--- src/design/apr_pkg.sv ---
// Shared constants and types for the aging page replacement block.
package apr_pkg;

  localparam int PAGE_W      = 8;
  localparam int LIMIT_W     = 4;
  localparam logic [LIMIT_W-1:0] LIMIT_RESET = 4'd3;

  // request queue between front and back; power of two
  localparam int QUEUE_DEPTH = 2;

  typedef struct packed {
    logic              valid;
    logic [PAGE_W-1:0] page;
  } apr_req_t;

endpackage

--- src/design/apr_front.sv ---
// Front end: request intake queue and frame limit register with clamping.
module apr_front #(
  parameter int MAX_FRAMES = 8,
  localparam int OCC_W = $clog2(MAX_FRAMES + 1)
) (
  input  logic                          clk_i,
  input  logic                          rst_ni,
  input  logic                          in_valid_i,
  output logic                          in_ready_o,
  input  logic [apr_pkg::PAGE_W-1:0]    page_id_i,
  input  logic                          cfg_we_i,
  input  logic [apr_pkg::LIMIT_W-1:0]   cfg_wdata_i,
  output apr_pkg::apr_req_t             req_o,
  input  logic                          pop_i,
  output logic [OCC_W-1:0]              limit_o
);

  localparam int QPTR_W = (apr_pkg::QUEUE_DEPTH > 1) ? $clog2(apr_pkg::QUEUE_DEPTH) : 1;
  localparam int QCNT_W = $clog2(apr_pkg::QUEUE_DEPTH + 1);

  logic [apr_pkg::PAGE_W-1:0] queue_q [apr_pkg::QUEUE_DEPTH];
  logic [QPTR_W-1:0]          wptr_q, rptr_q;
  logic [QCNT_W-1:0]          count_q;
  logic [apr_pkg::LIMIT_W-1:0] limit_q;
  logic                       push, pop;

  assign in_ready_o = (count_q != QCNT_W'(apr_pkg::QUEUE_DEPTH));
  assign push       = in_valid_i && in_ready_o;
  assign pop        = pop_i && (count_q != '0);

  assign req_o.valid = (count_q != '0);
  assign req_o.page  = queue_q[rptr_q];

  always_ff @(posedge clk_i or negedge rst_ni) begin
    if (!rst_ni) begin
      wptr_q  <= '0;
      rptr_q  <= '0;
      count_q <= '0;
      limit_q <= apr_pkg::LIMIT_RESET;
    end else begin
      if (push) wptr_q <= wptr_q + QPTR_W'(1);
      if (pop)  rptr_q <= rptr_q + QPTR_W'(1);
      if (push && !pop)      count_q <= count_q + QCNT_W'(1);
      else if (pop && !push) count_q <= count_q - QCNT_W'(1);
      if (cfg_we_i) limit_q <= cfg_wdata_i;
    end
  end

  always_ff @(posedge clk_i) begin
    if (push) queue_q[wptr_q] <= page_id_i;
  end

  // zero acts as one frame, anything above the frame count as the frame count
  always_comb begin
    if (limit_q == '0) begin
      limit_o = OCC_W'(1);
    end else if (32'(limit_q) > 32'(MAX_FRAMES)) begin
      limit_o = OCC_W'(MAX_FRAMES);
    end else begin
      limit_o = OCC_W'(limit_q);
    end
  end

endmodule

--- src/design/apr_back.sv ---
// Back end: lookup, victim scan, list update and result listing.
module apr_back #(
  parameter int MAX_FRAMES   = 8,
  parameter int HISTORY_BITS = 8,
  localparam int OCC_W = $clog2(MAX_FRAMES + 1)
) (
  input  logic                       clk_i,
  input  logic                       rst_ni,
  input  apr_pkg::apr_req_t          req_i,
  output logic                       pop_o,
  input  logic [OCC_W-1:0]           limit_i,
  output logic                       out_valid_o,
  input  logic                       out_ready_i,
  output logic [apr_pkg::PAGE_W-1:0] resident_page_o,
  output logic                       fault_o,
  output logic                       last_o
);

  localparam int IDX_W = (MAX_FRAMES > 1) ? $clog2(MAX_FRAMES) : 1;

  typedef enum logic [3:0] {
    ST_IDLE   = 4'b0001,
    ST_SCAN   = 4'b0010,
    ST_UPDATE = 4'b0100,
    ST_EMIT   = 4'b1000
  } state_e;

  state_e                     st_q;
  logic [OCC_W-1:0]           occ_q, cnt_q;
  logic                       out_valid_q;

  logic [apr_pkg::PAGE_W-1:0] pages_q [MAX_FRAMES];
  logic [HISTORY_BITS-1:0]    hist_q  [MAX_FRAMES];
  logic [apr_pkg::PAGE_W-1:0] pages_d [MAX_FRAMES];
  logic [HISTORY_BITS-1:0]    hist_d  [MAX_FRAMES];

  logic [apr_pkg::PAGE_W-1:0] page_q;
  logic                       hit_q, evict_q;
  logic [IDX_W-1:0]           loc_q, victim_q;
  logic [HISTORY_BITS-1:0]    vhist_q;

  logic                       hit;
  logic [IDX_W-1:0]           loc;
  logic                       start, full, out_load, at_end;
  logic [IDX_W-1:0]           rd_idx;
  logic [HISTORY_BITS-1:0]    rd_hist;

  // parallel lookup, lowest position wins
  always_comb begin
    hit = 1'b0;
    loc = '0;
    for (int k = MAX_FRAMES - 1; k >= 0; k--) begin
      if (OCC_W'(k) < occ_q && pages_q[k] == req_i.page) begin
        hit = 1'b1;
        loc = IDX_W'(k);
      end
    end
  end

  assign start    = (st_q == ST_IDLE) && req_i.valid;
  assign pop_o    = start;
  assign full     = (occ_q >= limit_i);
  assign rd_idx   = cnt_q[IDX_W-1:0];
  assign rd_hist  = hist_q[rd_idx];
  assign at_end   = (cnt_q == occ_q - OCC_W'(1));
  assign out_load = (st_q == ST_EMIT) && (!out_valid_q || out_ready_i);

  // new list: hit shifts in place; miss drops the victim if evicting and puts the page in front
  always_comb begin
    for (int k = 0; k < MAX_FRAMES; k++) begin
      pages_d[k] = pages_q[k];
      hist_d[k]  = {1'b0, hist_q[k][HISTORY_BITS-1:1]};
      if (hit_q && IDX_W'(k) == loc_q) hist_d[k][HISTORY_BITS-1] = 1'b1;
    end
    if (!hit_q) begin
      pages_d[0] = page_q;
      hist_d[0]  = {1'b1, {(HISTORY_BITS-1){1'b0}}};
      for (int k = 1; k < MAX_FRAMES; k++) begin
        if (evict_q && !(IDX_W'(k - 1) < victim_q)) begin
          pages_d[k] = pages_q[k];
          hist_d[k]  = {1'b0, hist_q[k][HISTORY_BITS-1:1]};
        end else begin
          pages_d[k] = pages_q[k-1];
          hist_d[k]  = {1'b0, hist_q[k-1][HISTORY_BITS-1:1]};
        end
      end
    end
  end

  always_ff @(posedge clk_i or negedge rst_ni) begin
    if (!rst_ni) begin
      st_q        <= ST_IDLE;
      occ_q       <= '0;
      cnt_q       <= '0;
      out_valid_q <= 1'b0;
    end else begin
      if (out_load)         out_valid_q <= 1'b1;
      else if (out_ready_i) out_valid_q <= 1'b0;
      unique case (st_q)
        ST_IDLE: begin
          if (start) begin
            cnt_q <= OCC_W'(1);
            if (!hit && full && occ_q > OCC_W'(1)) st_q <= ST_SCAN;
            else                                    st_q <= ST_UPDATE;
          end
        end
        ST_SCAN: begin
          if (at_end) st_q  <= ST_UPDATE;
          else        cnt_q <= cnt_q + OCC_W'(1);
        end
        ST_UPDATE: begin
          if (!hit_q && !evict_q) occ_q <= occ_q + OCC_W'(1);
          cnt_q <= '0;
          st_q  <= ST_EMIT;
        end
        ST_EMIT: begin
          if (out_load) begin
            cnt_q <= cnt_q + OCC_W'(1);
            if (at_end) st_q <= ST_IDLE;
          end
        end
        default: st_q <= ST_IDLE;
      endcase
    end
  end

  always_ff @(posedge clk_i) begin
    if (start) begin
      page_q   <= req_i.page;
      hit_q    <= hit;
      loc_q    <= loc;
      evict_q  <= !hit && full;
      victim_q <= '0;
      vhist_q  <= hist_q[0];
    end
    // later position takes a tie
    if (st_q == ST_SCAN && rd_hist <= vhist_q) begin
      victim_q <= rd_idx;
      vhist_q  <= rd_hist;
    end
    if (st_q == ST_UPDATE) begin
      pages_q <= pages_d;
      hist_q  <= hist_d;
    end
    if (out_load) begin
      resident_page_o <= pages_q[rd_idx];
      fault_o         <= !hit_q;
      last_o          <= at_end;
    end
  end

  assign out_valid_o = out_valid_q;

`ifndef SYNTHESIS
  a_occ_bound: assert property (@(posedge clk_i) disable iff (!rst_ni)
    32'(occ_q) <= MAX_FRAMES)
    else $error("occupancy above frame count");

  a_emit_nonempty: assert property (@(posedge clk_i) disable iff (!rst_ni)
    (st_q == ST_EMIT) |-> (occ_q != '0))
    else $error("listing with empty frame list");

  a_scan_range: assert property (@(posedge clk_i) disable iff (!rst_ni)
    (st_q == ST_SCAN) |-> (cnt_q < occ_q))
    else $error("victim scan past occupancy");

  a_evict_keeps_occ: assert property (@(posedge clk_i) disable iff (!rst_ni)
    (st_q == ST_UPDATE && (hit_q || evict_q)) |=> (occ_q == $past(occ_q)))
    else $error("occupancy changed on hit or eviction");
`endif

endmodule

--- src/design/aging_page_replacement_core.sv ---
// Top level of the aging page replacement block.
//
//   channel  direction  handshake                 payload
//   in       input      in_valid_i / in_ready_o   page_id_i
//   out      output     out_valid_o / out_ready_i resident_page_o, fault_o, last_o
//   cfg      input      cfg_we_i                  cfg_wdata_i (frame limit)
//
// Each request takes a lookup, a victim scan on a miss with a full list of more than
// one page, an update and a listing of every resident page. The listing rate is set
// by the single output register: one result per cycle while out_ready_i is high.
// A two-entry request queue accepts requests while the back end works.
// Reset (rst_ni low, async) empties the list and sets the frame limit to 3.
// Output stalls hold the listing; input stalls only when the queue is full.
module aging_page_replacement_core #(
  parameter int MAX_FRAMES   = 8,
  parameter int HISTORY_BITS = 8
) (
  input  logic                         clk_i,
  input  logic                         rst_ni,
  input  logic                         in_valid_i,
  output logic                         in_ready_o,
  input  logic [apr_pkg::PAGE_W-1:0]   page_id_i,
  output logic                         out_valid_o,
  input  logic                         out_ready_i,
  output logic [apr_pkg::PAGE_W-1:0]   resident_page_o,
  output logic                         fault_o,
  output logic                         last_o,
  input  logic                         cfg_we_i,
  input  logic [apr_pkg::LIMIT_W-1:0]  cfg_wdata_i
);

  localparam int OCC_W = $clog2(MAX_FRAMES + 1);

  apr_pkg::apr_req_t req;
  logic              pop;
  logic [OCC_W-1:0]  limit;

  apr_front #(
    .MAX_FRAMES(MAX_FRAMES)
  ) u_front (
    .clk_i      (clk_i),
    .rst_ni     (rst_ni),
    .in_valid_i (in_valid_i),
    .in_ready_o (in_ready_o),
    .page_id_i  (page_id_i),
    .cfg_we_i   (cfg_we_i),
    .cfg_wdata_i(cfg_wdata_i),
    .req_o      (req),
    .pop_i      (pop),
    .limit_o    (limit)
  );

  apr_back #(
    .MAX_FRAMES  (MAX_FRAMES),
    .HISTORY_BITS(HISTORY_BITS)
  ) u_back (
    .clk_i          (clk_i),
    .rst_ni         (rst_ni),
    .req_i          (req),
    .pop_o          (pop),
    .limit_i        (limit),
    .out_valid_o    (out_valid_o),
    .out_ready_i    (out_ready_i),
    .resident_page_o(resident_page_o),
    .fault_o        (fault_o),
    .last_o         (last_o)
  );

endmodule

--- config.mk ---
export PLATFORM = sky130hd
export DESIGN_NAME = aging_page_replacement_core
export DESIGN_NICKNAME = d
export VERILOG_FILES = /design/src/design/apr_pkg.sv /design/src/design/apr_front.sv /design/src/design/apr_back.sv /design/src/design/aging_page_replacement_core.sv
export SDC_FILE = /design/constraint.sdc
export NUM_CORES = 1
export LEC_CHECK = 0
export BUFFER_PORTS_ARGS = -buffer_cell sky130_fd_sc_hd__buf_4
export CAP_MARGIN = 40
export CORE_ASPECT_RATIO = 0.9
export CORE_MARGIN = 2
export CORE_UTILIZATION = 40
export DETAILED_ROUTE_END_ITERATION = 8
export GPL_TIMING_DRIVEN = 0
export REMOVE_ABC_BUFFERS = 1
export SLEW_MARGIN = 10
export SYNTH_ARGS = -nofsm -noshare
export SYNTH_HDL_FRONTEND = slang
export SYNTH_HIERARCHICAL = 1
export SYNTH_SLANG_ARGS = --single-unit
--- constraint.sdc ---
create_clock -name clk_i -period 3.3 [get_ports clk_i]
set_input_delay 0.165 -clock clk_i [delete_from_list [all_inputs] [get_ports clk_i]]
set_output_delay 0.165 -clock clk_i [all_outputs]
set_load 0.01 [all_outputs]
==> results.json <==
{
  "cp_cell_sequence": "mux4_2 -> nand2_1 -> nand2_1 -> ha_1 -> nor2b_1 -> o21a_1 -> o21a_1 -> o21bai_4 -> a21o_2 -> a21o_4",
  "worst_r2r_endpoint": "u_back/vhist_q[1]$_DFFE_PP_",
  "detailed_routing_iteration_count_for_the_pre_antenna_repair_pass": 5,
  "detail_route.iter0.violations": 686,
  "grt_antenna_before_repair": 0,
  "wl_per_cell_um": 19.2,
  "fp.dieArea_mm2": 0.0264,
  "synth.largest_area_cell": "sky130_fd_sc_hd__edfxtp_1",
  "routed_via_density": 5.42,
  "power_frac_clock": 0.203,
  "shortest_clock_period_the_worst_path_allows_after_layout_ns": 3.12,
  "grt_start_max_net_pins": 67,
  "final-max-slew-violation-count": 0,
  "mappedNetlistArea_mm2": 0.0100,
  "final-hold-violation-count": 0,
  "ys_top_cells_by_area": "sky130_fd_sc_hd__edfxtp_1 (53%), sky130_fd_sc_hd__mux4_2 (7.2%), sky130_fd_sc_hd__mux2_2 (6.8%), sky130_fd_sc_hd__dfrtp_1 (4.5%), sky130_fd_sc_hd__xor2_1 (3.6%)",
  "dp_hpwl_mm": 14.6,
  "fmaxAchievable_mhz": 320,
  "floorplan.io_pins": 29,
  "cts.htree.levels": 4,
  "drcViolationCount": 0,
  "stdcell_area_mm2": 0.0114,
  "critPathArrivalTime_ns": 3.26,
  "post-place-ws_ns": -0.897,
  "finish.net_count": 800,
  "most_frequently_used_cell_type_in_the_post_synthesis_netlist": "sky130_fd_sc_hd__edfxtp_1",
  "synth_edf_count": 178,
  "syn_to_final_growth_pct": 14.0,
  "cts-root-to-sink-buffers": 2,
  "beginning_of_the_worst_register_to_register_path": "u_back/cnt_q[0]$_DFFE_PN0P_",
  "first_global_vias": 6119,
  "holdCritPathClass": "input port to flip-flop",
  "power.net_switching_mw": 3.96,
  "grt_util_all_layers": 0.169,
  "post_layout_worst_setup_margin_ns": 0.177,
  "antenna_violating_nets_post_route": 0,
  "initial_utilization": 0.410,
  "gpl.final_weighted_congestion": 0.837,
  "outcome": "finished, final reports clean",
  "final_min_period_over_clock_period": 0.946,
  "critPathMaxFanout": 11,
  "criticalPathCategory": "flip-flop to flip-flop",
  "ys.warnings.count": 6,
  "r2r_slack_ns": 0.18,
  "power_leakage_nw": 4.09,
  "sw_frac_of_total": 0.371,
  "worst_reg2reg_path_length_in_cells": 10,
  "filler_cell_count": 2168,
  "detailroute.via_count": 6037,
  "critPathRequiredTime_ns": 3.44,
  "worst_setup_hold_path_clk_slew_ns": 0.08,
  "cts_tree": "yes",
  "final_setup_violation_count": 0,
  "tightest_slew_ns": 0.867,
  "cts-root-buf": "sky130_fd_sc_hd__clkbuf_16",
  "die_h_um": 154,
  "timing.critical_path.slowest_stage_cell": "sky130_fd_sc_hd__mux4_2",
  "power.share.combinational": 0.404,
  "yosys-top-cells-count": "sky130_fd_sc_hd__edfxtp_1 (178), sky130_fd_sc_hd__nand2_1 (69), sky130_fd_sc_hd__mux2_2 (61), sky130_fd_sc_hd__nor2_1 (47), sky130_fd_sc_hd__xor2_1 (41)",
  "start_kind": "flip-flop",
  "tritoncts_num_sinks": 199,
  "design.core.area_mm2": 0.0245,
  "route.final.wire_length_mm": 21.4,
  "dominantRegCellSynth": "sky130_fd_sc_hd__edfxtp_1",
  "clock-skew-final_ns": 0.0153,
  "rows": 54,
  "clk_latency_ns": 0.44,
  "netlist-cell-type-count": 60,
  "insertedDiodeCount": 0,
  "grt_pass1_wl_mm": 33.8,
  "rsz0062_at_grt": "false",
  "maxCapViolCount": 0,
  "grt_overflow": 0,
  "crit_path_from": "u_back/cnt_q[0]$_DFFE_PN0P_",
  "area_after_dpl_mm2": 0.0105,
  "port_buffers": 28,
  "die_boundary_width_um": 171,
  "p_seq_frac": 0.393,
  "fin_cells": 1114,
  "worst_hold_slack_ns": 0.0164,
  "critical_path.max_stage_delay_ns": 0.53,
  "cell_int_power_mw": 6.72,
  "critical_path.endpoint": "u_back/vhist_q[1]$_DFFE_PP_",
  "synth.avg_cell_area_um2": 13.9,
  "totalPowerFinal_mw": 10.7,
  "cts_made_buffers": 17,
  "synth-seq-cells": 199,
  "synth.top_cell.area_share": 0.533,
  "cellPowerDensity_mw_per_mm2": 933,
  "synth-seq-area-share": 0.586,
  "synthCells": 721,
  "drive_above_1_share": 0.252,
  "timing.max_slew.rel_slack": 0.420,
  "max-vdd-ir-drop_mv": 0.520,
  "postSynth.asyncResetShare": 0.106,
  "critPathCaptureType": "flip-flop",
  "placedCellCount": 1056
}
-- timing repair --
action                                  CTS  global route
hold buffers                             15             0
pin swaps                                 0             0
setup buffers                             7             4
endpoints found under the setup margin   22            19
endpoints found under the hold margin    41             0
gates resized for setup                   6             2
-- registers in the layout, indices dropped and copies added, names as in the netlist, 8 cells and up --
signal / cells
u_back/page_q: 8
u_front/queue_q: 16
u_back/resident_page_o: 8
u_back/pages_q: 64
u_back/hist_q: 64
u_back/vhist_q: 8
-- final cells by class --
cell class	count	area [um^2]	share of cell area
clock inverters	15	206	0.0181
clock buffers	17	425	0.0372
multi-input cells	466	3860	0.338
repair buffers	58	542	0.0474
well taps	336	420	0.0368
flip-flops and latches	199	5890	0.515
inverters	23	88.8	0.00777
-- metal layers --
| metal | vias to the layer above | share of wire | global-route usage |
|---|---|---|---|
| met5 | - | 0 | 0 |
| li1 | 2765 | - | - |
| met3 | 30 | 0.046 | 0.0315 |
| met1 | 3058 | 0.46 | 0.241 |
| met2 | 184 | 0.47 | 0.264 |
| met4 | 0 | 0.019 | 0.0541 |
-- metrics by stage --
| stage | TNS, ns | utilization |
|---|---|---|
| detailed placement | -13.96 | 0.429 |
| finish | 0 | 0.467 |
| floorplan | -15.92 | - |
| global placement | -50.39 | 0.427 |
| global route | 0 | 0.467 |
| CTS | 0 | 0.466 |
-- cells in the final DEF (no fill, tap or decap), types with 14 or more instances in the layout --
| cell type | n |
|---|---|
| sky130_fd_sc_hd__dlygate4sd3_1 | 15 |
| sky130_fd_sc_hd__edfxtp_1 | 178 |
| sky130_fd_sc_hd__nor2_1 | 47 |
| sky130_fd_sc_hd__ha_1 | 18 |
| sky130_fd_sc_hd__nand3_1 | 16 |
| sky130_fd_sc_hd__xnor2_1 | 39 |
| sky130_fd_sc_hd__mux2_2 | 61 |
| sky130_fd_sc_hd__dfrtp_1 | 15 |
| sky130_fd_sc_hd__xor2_1 | 41 |
| sky130_fd_sc_hd__nor3_1 | 14 |
| sky130_fd_sc_hd__buf_4 | 37 |
| sky130_fd_sc_hd__a21oi_1 | 20 |
| sky130_fd_sc_hd__nand2_1 | 69 |
| sky130_fd_sc_hd__inv_1 | 20 |
| sky130_fd_sc_hd__clkbuf_16 | 17 |
| sky130_fd_sc_hd__mux4_2 | 32 |
-- critical path, delay by kind of cell, from the launching register on --
family | cells | cell delay [ns]
compound gates | 5 | 1.20
flops | 1 | 0.50
fa+ha+maj | 1 | 0.29
simple gates | 3 | 0.31
mux | 1 | 0.53
-- worst min-delay path by stage --
| stage | startpoint | slack [ns] | endpoint | cells after the start |
|---|---|---|---|---|
| 2_1_floorplan | rst_ni | -0.13 | u_back/cnt_q[0]$_DFFE_PN0P_ | 0 |
| 3_3_place_gp | rst_ni | 0.06 | u_front/count_q[1]$_DFFE_PN0P_ | 1 |
| 3_5_place_dp | rst_ni | 0.07 | u_front/count_q[1]$_DFFE_PN0P_ | 1 |
| 4_1_cts | cfg_we_i | 0.002 | u_front/limit_q[3]$_DFFE_PN0P_ | 2 |
| 5_1_grt | cfg_we_i | 0.0005 | u_front/limit_q[3]$_DFFE_PN0P_ | 2 |
| 6_report | cfg_we_i | 0.02 | u_front/limit_q[3]$_DFFE_PN0P_ | 2 |
-- power by group through the flow --
| stage | Combinational [mW] | Clock, mW | Sequential [mW] |
|---|---|---|---|
| final | 4.31 | 2.16 | 4.20 |
| after global routing | 4.70 | 2.31 | 4.29 |
| after CTS | 4.26 | 2.22 | 4.22 |
| after detailed placement | 3.92 | 0 | 4.41 |
| after global placement | 3.74 | 0 | 4.42 |
| after floorplan | 2.89 | 0 | 4.22 |
-- logic make-up (layout without fill, tap and decap cells) --
family,Yosys count,count (layout),share of synthesized area
AO/OA/AOI/OAI,62,62,0.0432
multiplexers,94,94,0.141
flip-flops,199,199,0.586
adder cells (fa/ha/maj),18,18,0.0224
AND/OR/NAND/NOR,212,212,0.106
buffers and inverters,56,113,0.0313
XOR/XNOR,80,80,0.0698
(Power assumes the default switching activity.)
